File: src/design/mse_pkg.sv
`default_nettype none
// ----------------------------------------------------------------------------
// mse_pkg
// Shared opcodes, function codes, register indexes, reset values and the
// structs passed between the execute core's modules.
// ----------------------------------------------------------------------------
package mse_pkg;

  // primary opcodes
  localparam logic [5:0] OP_RTYPE = 6'h00;
  localparam logic [5:0] OP_J     = 6'h02;
  localparam logic [5:0] OP_JAL   = 6'h03;
  localparam logic [5:0] OP_BEQ   = 6'h04;
  localparam logic [5:0] OP_BNE   = 6'h05;
  localparam logic [5:0] OP_ADDI  = 6'h08;
  localparam logic [5:0] OP_SLTI  = 6'h0a;
  localparam logic [5:0] OP_ANDI  = 6'h0c;
  localparam logic [5:0] OP_ORI   = 6'h0d;
  localparam logic [5:0] OP_LUI   = 6'h0f;
  localparam logic [5:0] OP_LW    = 6'h23;
  localparam logic [5:0] OP_SW    = 6'h2b;

  // R-type function codes
  localparam logic [5:0] FN_SLL = 6'h00;
  localparam logic [5:0] FN_SRL = 6'h02;
  localparam logic [5:0] FN_JR  = 6'h08;
  localparam logic [5:0] FN_ADD = 6'h20;
  localparam logic [5:0] FN_SUB = 6'h22;
  localparam logic [5:0] FN_AND = 6'h24;
  localparam logic [5:0] FN_OR  = 6'h25;
  localparam logic [5:0] FN_NOR = 6'h27;
  localparam logic [5:0] FN_SLT = 6'h2a;

  // configuration register indexes
  localparam int CFG_IDX_W = 2;
  localparam logic [CFG_IDX_W-1:0] CFG_TEXT_START  = 2'd0;
  localparam logic [CFG_IDX_W-1:0] CFG_INSTR_COUNT = 2'd1;
  localparam logic [CFG_IDX_W-1:0] CFG_DATA_BASE   = 2'd2;

  localparam logic [31:0] TEXT_START_RST = 32'h0040_0000;
  localparam logic [31:0] DATA_BASE_RST  = 32'h1000_0000;
  localparam logic [31:0] PC_REGION_MASK = 32'hF000_0000;
  localparam int          ICNT_W         = 17;

  localparam int          NUM_REGS = 32;
  localparam int          REG_AW   = 5;
  localparam logic [4:0]  RA_INDEX = 5'd31;

  localparam int DMEM_WORDS_DEF = 1024;

  // outcome of one instruction, before the load data is merged
  typedef struct packed {
    logic [31:0] next_pc;
    logic        wr;
    logic [4:0]  widx;
    logic [31:0] wval;
    logic        is_load;
    logic        st;
    logic [31:0] addr;
    logic [31:0] sdata;
  } exec_t;

  // register file write port
  typedef struct packed {
    logic        we;
    logic [4:0]  idx;
    logic [31:0] data;
  } rf_wr_t;

  function automatic logic [31:0] sext16(input logic [15:0] v);
    return {{16{v[15]}}, v};
  endfunction

endpackage
`default_nettype wire

File: src/design/mse_regfile.sv
`default_nettype none
// ----------------------------------------------------------------------------
// mse_regfile
// 32 x 32 general register file, two synchronous read ports, one write port.
// Per-entry written bits make unwritten entries (and r0) read as zero.
// ----------------------------------------------------------------------------
module mse_regfile (
  input  wire logic                   clk,
  input  wire logic                   rst,
  input  wire logic [4:0]             rd_addr_a,
  input  wire logic [4:0]             rd_addr_b,
  input  wire mse_pkg::rf_wr_t        wr,
  output logic [31:0]                 rd_data_a,
  output logic [31:0]                 rd_data_b
);
  import mse_pkg::*;

  logic [31:0]         mem [NUM_REGS];
  logic [NUM_REGS-1:0] written;
  logic [31:0]         q_a;
  logic [31:0]         q_b;
  logic                ok_a;
  logic                ok_b;

  always_ff @(posedge clk) begin
    if (rst) begin
      written <= '0;
      ok_a    <= 1'b0;
      ok_b    <= 1'b0;
    end else begin
      if (wr.we) begin
        written[wr.idx] <= 1'b1;
      end
      ok_a <= written[rd_addr_a];
      ok_b <= written[rd_addr_b];
    end
  end

  // read returns the value before a write at the same edge
  always_ff @(posedge clk) begin
    if (wr.we) begin
      mem[wr.idx] <= wr.data;
    end
    q_a <= mem[rd_addr_a];
    q_b <= mem[rd_addr_b];
  end

  assign rd_data_a = ok_a ? q_a : '0;
  assign rd_data_b = ok_b ? q_b : '0;

endmodule
`default_nettype wire

File: config.mk
export PLATFORM = sky130hd
export DESIGN_NAME = mse_regfile
export DESIGN_NICKNAME = d
export VERILOG_FILES = /design/src/design/mse_pkg.sv /design/src/design/mse_regfile.sv
export SDC_FILE = /design/constraint.sdc
export NUM_CORES = 1
export LEC_CHECK = 0
export BUFFER_PORTS_ARGS = -buffer_cell sky130_fd_sc_hd__buf_4
export CORE_ASPECT_RATIO = 0.6
export CORE_MARGIN = 2
export CORE_UTILIZATION = 55
export CTS_CLUSTER_DIAMETER = 40
export DETAILED_ROUTE_END_ITERATION = 10
export PLACE_DENSITY = 0.72
export RECOVER_POWER = 25
export SLEW_MARGIN = 20
export SYNTH_ARGS = -nofsm -noshare
export SYNTH_HDL_FRONTEND = slang
export SYNTH_SLANG_ARGS = --single-unit
export TNS_END_PERCENT = 5
File: constraint.sdc
create_clock -name clk -period 3.7 [get_ports clk]
set_input_delay 0.185 -clock clk [delete_from_list [all_inputs] [get_ports clk]]
set_output_delay 0.185 -clock clk [all_outputs]
set_load 0.05 [all_outputs]
# Yosys cells after proc, flatten, opt, wreduce, memory -nomap -nowiden
# Memory sizes are Yosys's and may differ from the RTL's. A register that Yosys moved wholly into a read port is not among the register bits.
# Cells that the tools add are included.
# classes
n_lt_le_gt_ge,4
muxes,10
bitwise_logic,1
reduce_logical,1
# op_table
operator,count
two-way mux 32 bit,2
bitwise OR 32 bit,1
less-than comparator 5 x 6 -> 1 bit (second input constant),3
binary-select mux 1 bit (select 5 bit),2
demux 1 bit (select 5 bit),1
greater-or-equal comparator 5 x 1 -> 1 bit (second input constant),1
two-way mux 1 bit,5
logical AND 1 bit,1
# totals
regBits,34
mem_bits_rw,1024
input_bits,50
out_inout_bits,64
word_cells,20
mem_count,1
# memory_table
memory,depth,width,read_ports,rd_ports_with_merged_regs,wr,line,rtl
mem,32,32,2,2,1,mse_regfile.sv:18,logic [31:0] mem [NUM_REGS];

# Longest topological paths before layout
# logic_depth
depth_word,5
mapped_depth,7
ltp_nobuf,4

# Least setup slack after synthesis
# No wires, ideal clock.
# synth_path
path_type,input to register
start,in wr[32] (netlist name)
end,mem mem[12][0] (enable)
setup_ns,0.423
arrival_ns,2.228
required_time_ns,3.277
setup_slack_ns,1.049
path_stages,3
path_buffers,1
path_cell_list,or3b_2 > clkbuf_1 > nor2_1
# synth_rtl
element,line,rtl
"start, declared",mse_regfile.sv:12,"input wire mse_pkg::rf_wr_t wr,"
"end, declared",mse_regfile.sv:18,
# No word-level cell before the write port.

# Final worst setup path
# layout_path
start,reg ok_a
end,out rd_data_a[19]
# layout_between
elab_chain_len,1
# layout_lines
element,line,rtl
"start, declared",mse_regfile.sv:22,logic ok_a;
"start signal, assigned",mse_regfile.sv:34,ok_a <= written[rd_addr_a];
two-way mux 32 bit,mse_regfile.sv:48,assign rd_data_a = ok_a ? q_a : '0;
"end, declared",mse_regfile.sv:13,"output logic [31:0] rd_data_a,"
# No other way between the ends.

==> flow_metrics.env <==
export IMPL_required_ps=3510
export IMPL_reg2regPathDepth=3
export IMPL_gp_congestion=0.788
export IMPL_setup_tns_ps=0
export IMPL_hold_end="mem[19][29]$_DFFE_PP_"
export IMPL_fin_skew_ps=41.8
export IMPL_gr_usage_all_layers=0.293
export IMPL_max_freq_ghz=0.382
export IMPL_synth_nets=2266
export IMPL_hold_depth=3
export IMPL_clockBufferDepth=3
export IMPL_die_w_um=393
export IMPL_syn_inst=2216
export IMPL_min_from="wr[34]"
export IMPL_io_pins=114
export IMPL_postPlaceCellArea_um2=53100
export IMPL_hpwl_um=69400
export IMPL_vias=26200
export IMPL_synth_top_cells_by_area="edfxtp_1 (61%), mux4_2 (29%), dfxtp_1 (3.9%)"
export IMPL_fin_area_um2=57200
export IMPL_overflow=0
export IMPL_port_buffers=113
export IMPL_ir_drop_v=0.000435
export IMPL_synth_seq_cells=1122
export IMPL_grt_pass1_wl_um=193000
export IMPL_maxCapViolCount=0
export IMPL_drc_errors=0
export IMPL_cpPeakStageDelay_ps=880
export IMPL_grt_pass1_vias=27000
export IMPL_worst_slack_ps=1080
export IMPL_ys_types=26
export IMPL_core_um2=89900
export IMPL_ant_nets=0
export IMPL_final_common_cell="edfxtp_1"
export IMPL_fin_cells=3711
export IMPL_crit_fanout=18
export IMPL_slew_viol_final=0
export IMPL_dp_cells=3462
export IMPL_drtPass1Iterations=6
export IMPL_hold_path_class="in2reg"
export IMPL_rows=85
export IMPL_synth_top_area_cell="edfxtp_1"
export IMPL_synthAdderAreaFrac=0
export IMPL_fp_dieH_um=238
export IMPL_clk_insertion_delay_late_ps=750
export IMPL_path_cells="buf_4 -> and2_1 -> buf_4"
export IMPL_critPathLaunchType="flop"
export IMPL_worst_ep_arrival_time_ps=2440
export IMPL_status="finished clean"
export IMPL_layout_min_cycle_time_ps=2620
export IMPL_cts_buffers=113
export IMPL_initialDrtViolationCount=3513
export IMPL_leakage_nw=18.0
export IMPL_power_density_nw_per_um2=495
export IMPL_start_util=0.557
export IMPL_clk_pin_slew_ps=60
export IMPL_htree_levels=3
export IMPL_clock_sinks=1122
export IMPL_min_period_over_period=0.708
export IMPL_seq_area_frac_synth=0.654
export IMPL_max_slew_margin=0.147
export IMPL_cts_tree="yes"
export IMPL_reg2reg_setup_slack_ps=1840
export IMPL_synth_area_um2=50000
export IMPL_synthMuxAreaShare=0.310
export IMPL_grt_max_degree=76
export IMPL_area_growth_pct=14.3
export IMPL_synth_xor_area_share=0
export IMPL_synth_top_family_by_area="multiplexers"
export IMPL_synth_simple_area_share=0.0188
export IMPL_die_area_um2=93500
export IMPL_nNetsFinal=2442
export IMPL_synth_top_cell_area_share=0.614
export IMPL_postLayoutCoreUtil=0.637
export IMPL_path_common_cell="buf_4"
export IMPL_tightest_slew_ps=1280
export IMPL_dpl_worst_slack_ps=822
export IMPL_hold_viol=0
export IMPL_critPathCaptureType="output pin"
export IMPL_viasPerCell=7.06
export IMPL_wire_per_inst_um=36.1
export IMPL_synth_compound_area_frac=0.00140
export IMPL_r2r_end="q_b[21]$_DFF_P_"
export IMPL_yosys_warnings=0
export IMPL_drive_gt1_frac=0.452
export IMPL_finalSetupViolCount=0
export IMPL_cp_slowest_cell="dfxtp_2"
export IMPL_root_buffer="clkbuf_16"
export IMPL_synth_avg_cell_area_um2=22.6
export IMPL_routed_wl_um=134000
export IMPL_rsz0062_at_grt="no"
export IMPL_crit_type="reg2out"
export IMPL_fillers=5916
export IMPL_grt_antenna_before_repair=3
export IMPL_reg2reg_from="mem[19][21]$_DFFE_PP_"
export IMPL_layout_common_cells="edfxtp_1 (1,024), mux4_2 (652), buf_4 (128)"
export IMPL_cts_repair_resized=0
-- flip-flops by register name (all words and copies together), names as in the netlist --
name,cells
mem,1024
ok_a,1
ok_b,1
q_a,32
q_b,32
written,32
-- stage by stage --
step	power, W	hold slack, ps
after CTS	0.0285	121
final	0.0283	170
after global placement	0.0166	464
after global routing	0.0291	130
after floorplan	0.0159	284
after detailed placement	0.0167	481
-- routing by layer --
layer | track usage | wire (um)
met1 | 0.433 | 52900
met2 | 0.446 | 62600
met3 | 0.0697 | 14900
met4 | 0.0773 | 3710
met5 | 0 | 11
-- synthesized netlist by cell type --
| cell type | instances |
|---|---|
| a2111oi_0 | 4 |
| a41oi_1 | 1 |
| and2_0 | 1 |
| and2_1 | 64 |
| and3_1 | 1 |
| buf_1 | 35 |
| buf_2 | 40 |
| buf_4 | 19 |
| buf_6 | 5 |
| clkbuf_1 | 70 |
| dfxtp_1 | 98 |
| edfxtp_1 | 1024 |
| inv_1 | 1 |
| mux2_2 | 68 |
| mux2i_1 | 8 |
| mux4_2 | 652 |
| nand2_1 | 3 |
| nand3_1 | 3 |
| nand3b_1 | 7 |
| nor2_1 | 98 |
| nor2b_1 | 4 |
| nor3b_1 | 2 |
| o21a_1 | 2 |
| o41a_1 | 1 |
| or3_1 | 1 |
| or3b_2 | 4 |
-- worst max-delay path, delay by kind of cell (launching register included) --
family,cells,cell delay (ps)
buf+inv,2,600
simple gates,1,190
flops,1,880
-- repair_timing --
action | CTS | global route
buffers inserted | 0 | 0
hold buffers | 33 | 0
endpoints found under the setup margin | 0 | 0
hold endpoints to repair | 1058 | 0
-- worst max path at each step --
| stage | from | to | slack, ps | cells past startpoint |
|---|---|---|---|---|
| 4_1_cts | ok_a$_SDFF_PP0_ | rd_data_a[19] | 1090 | 3 |
| 3_3_place_gp | rd_addr_a[0] | q_a[24]$_DFF_P_ | 840 | 5 |
| 2_1_floorplan | wr[32] | mem[12][0]$_DFFE_PP_ | 1050 | 3 |
| 3_5_place_dp | rd_addr_a[0] | q_a[21]$_DFF_P_ | 820 | 5 |
| 6_report | ok_a$_SDFF_PP0_ | rd_data_a[19] | 1080 | 3 |
| 5_1_grt | ok_a$_SDFF_PP0_ | rd_data_a[19] | 1000 | 3 |
-- report_power, final --
group	switching, W	total, W	leakage [nW]	internal [W]
Combinational	0.00117	0.00223	6.08	0.00107
Clock	0.00525	0.0119	1.87	0.00665
Sequential	0.000118	0.0142	10.0	0.0141
-- logic make-up after synthesis --
| kind of cell | count (synthesis) |
|---|---|
| flops | 1122 |
| mux | 728 |
| simple gates | 188 |
| buf+inv | 170 |
| compound gates | 8 |
-- cell type report --
type | instances | area (um^2) | area share
sequential | 1122 | 32700 | 0.572
tap | 1218 | 1520 | 0.0266
multi-input combinational | 924 | 16800 | 0.293
antenna | 2 | 5.00 | 0.0000875
clock buffer | 125 | 2900 | 0.0507
inverter | 1 | 3.75 | 0.0000656
clock inverter | 89 | 1010 | 0.0177
timing repair buffer | 230 | 2280 | 0.0398
(Power assumes the default switching activity.)
